[config.mk]
export PLATFORM = sky130hd
export DESIGN_NAME = bsg_ctrl
export DESIGN_NICKNAME = d
export VERILOG_FILES = /design/src/rtl/bsg_pkg.sv /design/src/rtl/bsg_ctrl.sv
export SDC_FILE = /design/constraint.sdc
export NUM_CORES = 1
export LEC_CHECK = 0
export ABC_AREA = 1
export BUFFER_PORTS_ARGS = -buffer_cell sky130_fd_sc_hd__buf_2
export CORE_AREA = 2 2 39 41
export CTS_BUF_LIST = sky130_fd_sc_hd__clkbuf_8
export DETAILED_ROUTE_END_ITERATION = 6
export DIE_AREA = 0 0 41 43
export SLEW_MARGIN = 30
export SYNTH_ARGS = -nofsm -noshare
export SYNTH_HDL_FRONTEND = slang
export SYNTH_SLANG_ARGS = --single-unit
[constraint.sdc]
create_clock -name clk -period 1.8 [get_ports clk]
set_clock_uncertainty 0.2 [all_clocks]
set_input_delay 0.18 -clock clk [delete_from_list [all_inputs] [get_ports clk]]
set_output_delay 0.18 -clock clk [all_outputs]
set_load 0.01 [all_outputs]
[src/rtl/bsg_pkg.sv]
package bsg_pkg;

	localparam int ELEM_BITS  = 12;
	localparam int POS_BITS   = 12;
	localparam int COND_WORDS = 736;
	localparam int CADDR_BITS = 10;
	localparam int LAYERS     = 23;

	typedef enum logic [2:0] {
		ST_INIT,
		ST_IDLE,
		ST_RDATA,
		ST_NRD,
		ST_NW1,
		ST_NW2
	} state_t;

	// commands from controller to datapath
	typedef struct packed {
		logic init_we;
		logic load_we;
		logic rd_issue;
		logic out_load;
		logic net_w1;
		logic net_w2;
		logic set_done;
	} cmd_t;

	// status from datapath to controller
	typedef struct packed {
		logic init_last;
		logic count_last;
		logic net_last;
		logic done;
		logic out_busy;
	} status_t;

	// twelve-bit bit reversal
	function automatic logic [POS_BITS-1:0] rev12(input logic [POS_BITS-1:0] a);
		logic [POS_BITS-1:0] r;
		for (int i = 0; i < POS_BITS; i++)
			r[i] = a[POS_BITS-1-i];
		return r;
	endfunction

	// 1 when the layer uses transposed 4-byte condition groups
	function automatic logic layer_narrow(input logic [4:0] t);
		return (t < 5'd6) || (t > 5'd16);
	endfunction

	// log2 of the row distance of a layer
	function automatic logic [2:0] layer_lg(input logic [4:0] t);
		logic [4:0] v;
		if (t < 5'd6)
			v = t;
		else if (t < 5'd12)
			v = t - 5'd6;
		else if (t < 5'd17)
			v = 5'd16 - t;
		else
			v = 5'd22 - t;
		return v[2:0];
	endfunction

	// insert a zero bit at position lg of a 5-bit pair index
	function automatic logic [5:0] insert_zero(input logic [4:0] k, input logic [2:0] lg);
		logic [5:0] mask;
		logic [5:0] kk;
		mask = (6'd1 << lg) - 6'd1;
		kk   = {1'b0, k};
		return ((kk & ~mask) << 1) | (kk & mask);
	endfunction

endpackage

[src/rtl/bsg_ctrl.sv]
module bsg_ctrl
	import bsg_pkg::*;
(
	input  logic    clk,
	input  logic    arst_n,
	input  logic    in_valid,
	input  logic    in_mode,
	output logic    in_ready,
	input  status_t st,
	output cmd_t    cmd
);
	state_t state_q, state_d;
	logic   accept;

	assign in_ready = (state_q == ST_IDLE) && !st.out_busy;
	assign accept   = in_valid && in_ready;

	always_ff @(posedge clk or negedge arst_n) begin
		if (!arst_n)
			state_q <= ST_INIT;
		else
			state_q <= state_d;
	end

	always_comb begin
		state_d = state_q;
		case (state_q)
			ST_INIT: begin
				if (st.init_last)
					state_d = ST_IDLE;
			end
			ST_IDLE: begin
				if (accept && in_mode)
					state_d = ST_RDATA;
				else if (accept && !st.done && st.count_last)
					state_d = ST_NRD;
			end
			ST_RDATA: state_d = ST_IDLE;
			ST_NRD:   state_d = ST_NW1;
			ST_NW1:   state_d = ST_NW2;
			ST_NW2: begin
				state_d = st.net_last ? ST_IDLE : ST_NRD;
			end
			default:  state_d = ST_INIT;
		endcase
	end

	always_comb begin
		cmd          = '0;
		cmd.init_we  = (state_q == ST_INIT);
		cmd.load_we  = accept && !in_mode && !st.done;
		cmd.rd_issue = accept && in_mode;
		cmd.out_load = (state_q == ST_RDATA);
		cmd.net_w1   = (state_q == ST_NW1);
		cmd.net_w2   = (state_q == ST_NW2);
		cmd.set_done = (state_q == ST_NW2) && st.net_last;
	end
endmodule

==> load_flow_metrics.sql <==
INSERT INTO impl_metrics (metric_group, metric, value, unit) VALUES
('logic_synthesis', 'synthFlopType', 'sky130_fd_sc_hd__dfrtp_1', ''),
('logic_synthesis', 'synth_cell_type_count', '15', ''),
('critical_path', 'critical_path_peak_fanout', '5', ''),
('floorplan', 'io_pins', '17', ''),
('logic_synthesis', 'synth_top_area_share', '0.333', ''),
('floorplan', 'coreArea', '0.00138', 'mm2'),
('global_route', 'grt_antenna_before_repair', '0', ''),
('critical_path', 'path_buf_inv', '3', ''),
('clock_network', 'cts.repair.resized', '0', ''),
('cells_and_area', 'finalNonFillerCells', '71', ''),
('routing', 'drt_pass1_iterations', '4', ''),
('global_route', 'first_pass_grt_wire_length', '903', 'um'),
('clock_network', 'clk_pin_slew_worst_paths', '30', 'ps'),
('cells_and_area', 'largest_registers', 'state_q: 3 flops', ''),
('global_route', 'grt.overflow.total', '0', ''),
('logic_synthesis', 'ys_seq_elements', '3', ''),
('clock_network', 'numClockSinks', '3', ''),
('sta', 'slew_limit_headroom', '0.838', ''),
('critical_path', 'path_class', 'register to output pin', ''),
('routing', 'drt-initial-drc-count', '4', ''),
('clock_network', 'cts_hold_buffers', '1', ''),
('pwr', 'share_clk_of_total_power', '0.321', ''),
('logic_synthesis', 'netlist_area', '225', 'um2'),
('run', 'count_of_max_cap_constraint_violations', '0', ''),
('logic_synthesis', 'synth_top_area_cell', 'sky130_fd_sc_hd__dfrtp_1', ''),
('floorplan', 'die-area', '0.00176', 'mm2'),
('cells_and_area', 'final_layout_size_suffix_gt1_frac', '0.436', ''),
('sta', 'setup-tns-final', '0', 'ps'),
('routing', 'routed-via-count', '277', ''),
('cells_and_area', 'num_antenna_cells', '0', ''),
('critical_path', 'crit_path_max_incr_delay', '410', 'ps'),
('pwr', 'p_switching', '246', 'uW'),
('logic_synthesis', 'synth_sequential_area_ratio', '0.333', ''),
('pwr', 'power.share.switching', '0.413', ''),
('pwr', 'seq_power_share', '0.223', ''),
('floorplan', 'start_util', '0.163', ''),
('sta', 'final-hold-violation-count', '0', ''),
('clock_network', 'tritoncts', 'yes', ''),
('cells_and_area', 'largest_register_ff_count', '3', ''),
('pwr', 'largest_voltage_drop_on_the_vdd_net', '0.361', 'mV'),
('status', 'run_status', 'finished, final reports clean', ''),
('logic_synthesis', 'yosysWarningCount', '0', ''),
('logic_synthesis', 'syn-mean-instance-area', '6.62', 'um2'),
('floorplan', 'number_of_rows_in_the_core_area', '14', ''),
('worst_hold_path', 'hold_path_class', 'input pin to register', ''),
('logic_synthesis', 'cell_types_with_the_highest_counts_after_synthesis', '7 x sky130_fd_sc_hd__inv_1, 5 x sky130_fd_sc_hd__nor2_1, 4 x sky130_fd_sc_hd__nand2_1', ''),
('clock_network', 'cts_max_level', '1', ''),
('sta', 'fin_crit_sh', '0.892', ''),
('sta', 'grt_setup_unrepaired', 'false', ''),
('pwr', 'power-per-cell-area', '1570', 'mW/mm2'),
('logic_synthesis', 'post_synth_inst_count', '34', ''),
('place', 'place.port_buffers', '16', ''),
('routing', 'routed_via_density', '3.90', ''),
('routing', 'drt.antenna.violating_nets', '0', ''),
('sta', 'achievable-frequency', '623', 'MHz'),
('floorplan', 'die-height', '43', 'um'),
('routing', 'detail_route.wl_per_cell', '8.04', 'um'),
('floorplan', 'die_w', '41', 'um'),
('sta', 'final-setup-viol-count', '0', ''),
('critical_path', 'critPathSlowestCell', 'sky130_fd_sc_hd__dfrtp_1', ''),
('place', 'dp.final_hpwl', '452', 'um'),
('critical_path', 'cp.required', '1420', 'ps'),
('place', 'placedCellCount', '66', ''),
('sta', 'timing.final.max_slew_violations', '0', ''),
('sta', 'post-route-min-period', '1610', 'ps'),
('clock_network', 'clk_root_buffer_cell', 'sky130_fd_sc_hd__clkbuf_8', ''),
('pwr', 'power.share.combinational', '0.456', ''),
('cells_and_area', 'layout-area-overhead-vs-synth', '68.9', '%'),
('cells_and_area', 'top_register', 'state_q', ''),
('logic_synthesis', 'ys_top_cells_by_area', 'sky130_fd_sc_hd__dfrtp_1 33%, sky130_fd_sc_hd__inv_1 12%, sky130_fd_sc_hd__nor2_1 8.3%, sky130_fd_sc_hd__nor3_1 6.7%, sky130_fd_sc_hd__nand2_1 6.7%', ''),
('sta', 'worst_slew_pin_slew', '240', 'ps');
-- metal layers --
metal / global-route usage / vias to the layer above / wire, um
li1: - / 149 / -
met1: 0.0968 / 116 / 264
met2: 0.100 / 10 / 255
met3: 0.0471 / 2 / 40
met4: 0.0600 / 0 / 10
met5: 0 / - / 0
-- power by group through the flow --
stage / combinational (uW) / clock [uW] / sequential, uW
after floorplan: 193 / 0 / 128
after global placement: 272 / 0 / 133
after detailed placement: 272 / 0 / 134
after CTS: 275 / 196 / 134
after global routing: 313 / 206 / 139
final: 272 / 191 / 133
-- layout make-up --
cell class / instances / area, um2 / area share
Tap cell: 16 / 20.0 / 0.0526
Sequential cell: 3 / 75.1 / 0.197
Clock buffer: 3 / 41.3 / 0.109
Multi-Input combinational cell: 22 / 116 / 0.306
Timing Repair Buffer: 17 / 90.1 / 0.237
Clock inverter: 1 / 3.75 / 0.00987
Inverter: 9 / 33.8 / 0.0888
-- logic make-up (layout without fill, tap and decap cells) --
kind of cell | Yosys count | in the layout | share of synthesized area
DFF | 3 | 3 | 0.333
AOI/OAI and AO/OA | 4 | 4 | 0.106
and+or+nand+nor | 18 | 18 | 0.411
buffers and inverters | 9 | 30 | 0.150
-- through the flow --
step / total power, uW / setup WS, ps / hold WS, ps / util / instance area, um2
floorplan: 321 / 464 / -316 / - / 225
global placement: 405 / 433 / -223 / 0.235 / 325
detailed placement: 406 / 417 / -224 / 0.235 / 325
CTS: 606 / 185 / 60.9 / 0.275 / 380
global route: 658 / 57.2 / 68.9 / 0.275 / 380
finish: 595 / 194 / 51.0 / 0.275 / 380
-- worst reg2reg max path, stage by stage (launching register included) --
cell,delay [ps]
sky130_fd_sc_hd__dfrtp_1,400
sky130_fd_sc_hd__nor2_1,150
sky130_fd_sc_hd__inv_1,90
sky130_fd_sc_hd__nor3_1,200
sky130_fd_sc_hd__inv_1,60
sky130_fd_sc_hd__nand2_1,80
sky130_fd_sc_hd__nor2_2,30
-- final timing paths --
check	from	to	slack [ps]	depth (start not counted)
max	state_q[1]	cmd[4]	190	6
max reg2reg	state_q[0]	state_q[1]	460	6
min	st[4]	state_q[0]	50	3
max in group asynchronous	arst_n	state_q[0]	1210	2
min in group asynchronous	arst_n	state_q[2]	90	2
min reg2reg	state_q[2]	state_q[2]	300	1
-- layout by cell type, fill, tap and decap left out, types with 2 or more instances in the layout --
cell type	count
sky130_fd_sc_hd__buf_2	16
sky130_fd_sc_hd__clkbuf_8	3
sky130_fd_sc_hd__nand2_1	4
sky130_fd_sc_hd__nor2_1	5
sky130_fd_sc_hd__nor3_1	3
sky130_fd_sc_hd__inv_2	2
sky130_fd_sc_hd__inv_1	8
sky130_fd_sc_hd__nand3_1	2
sky130_fd_sc_hd__dfrtp_1	3
No activity file was read; power rests on OpenSTA's default activity.
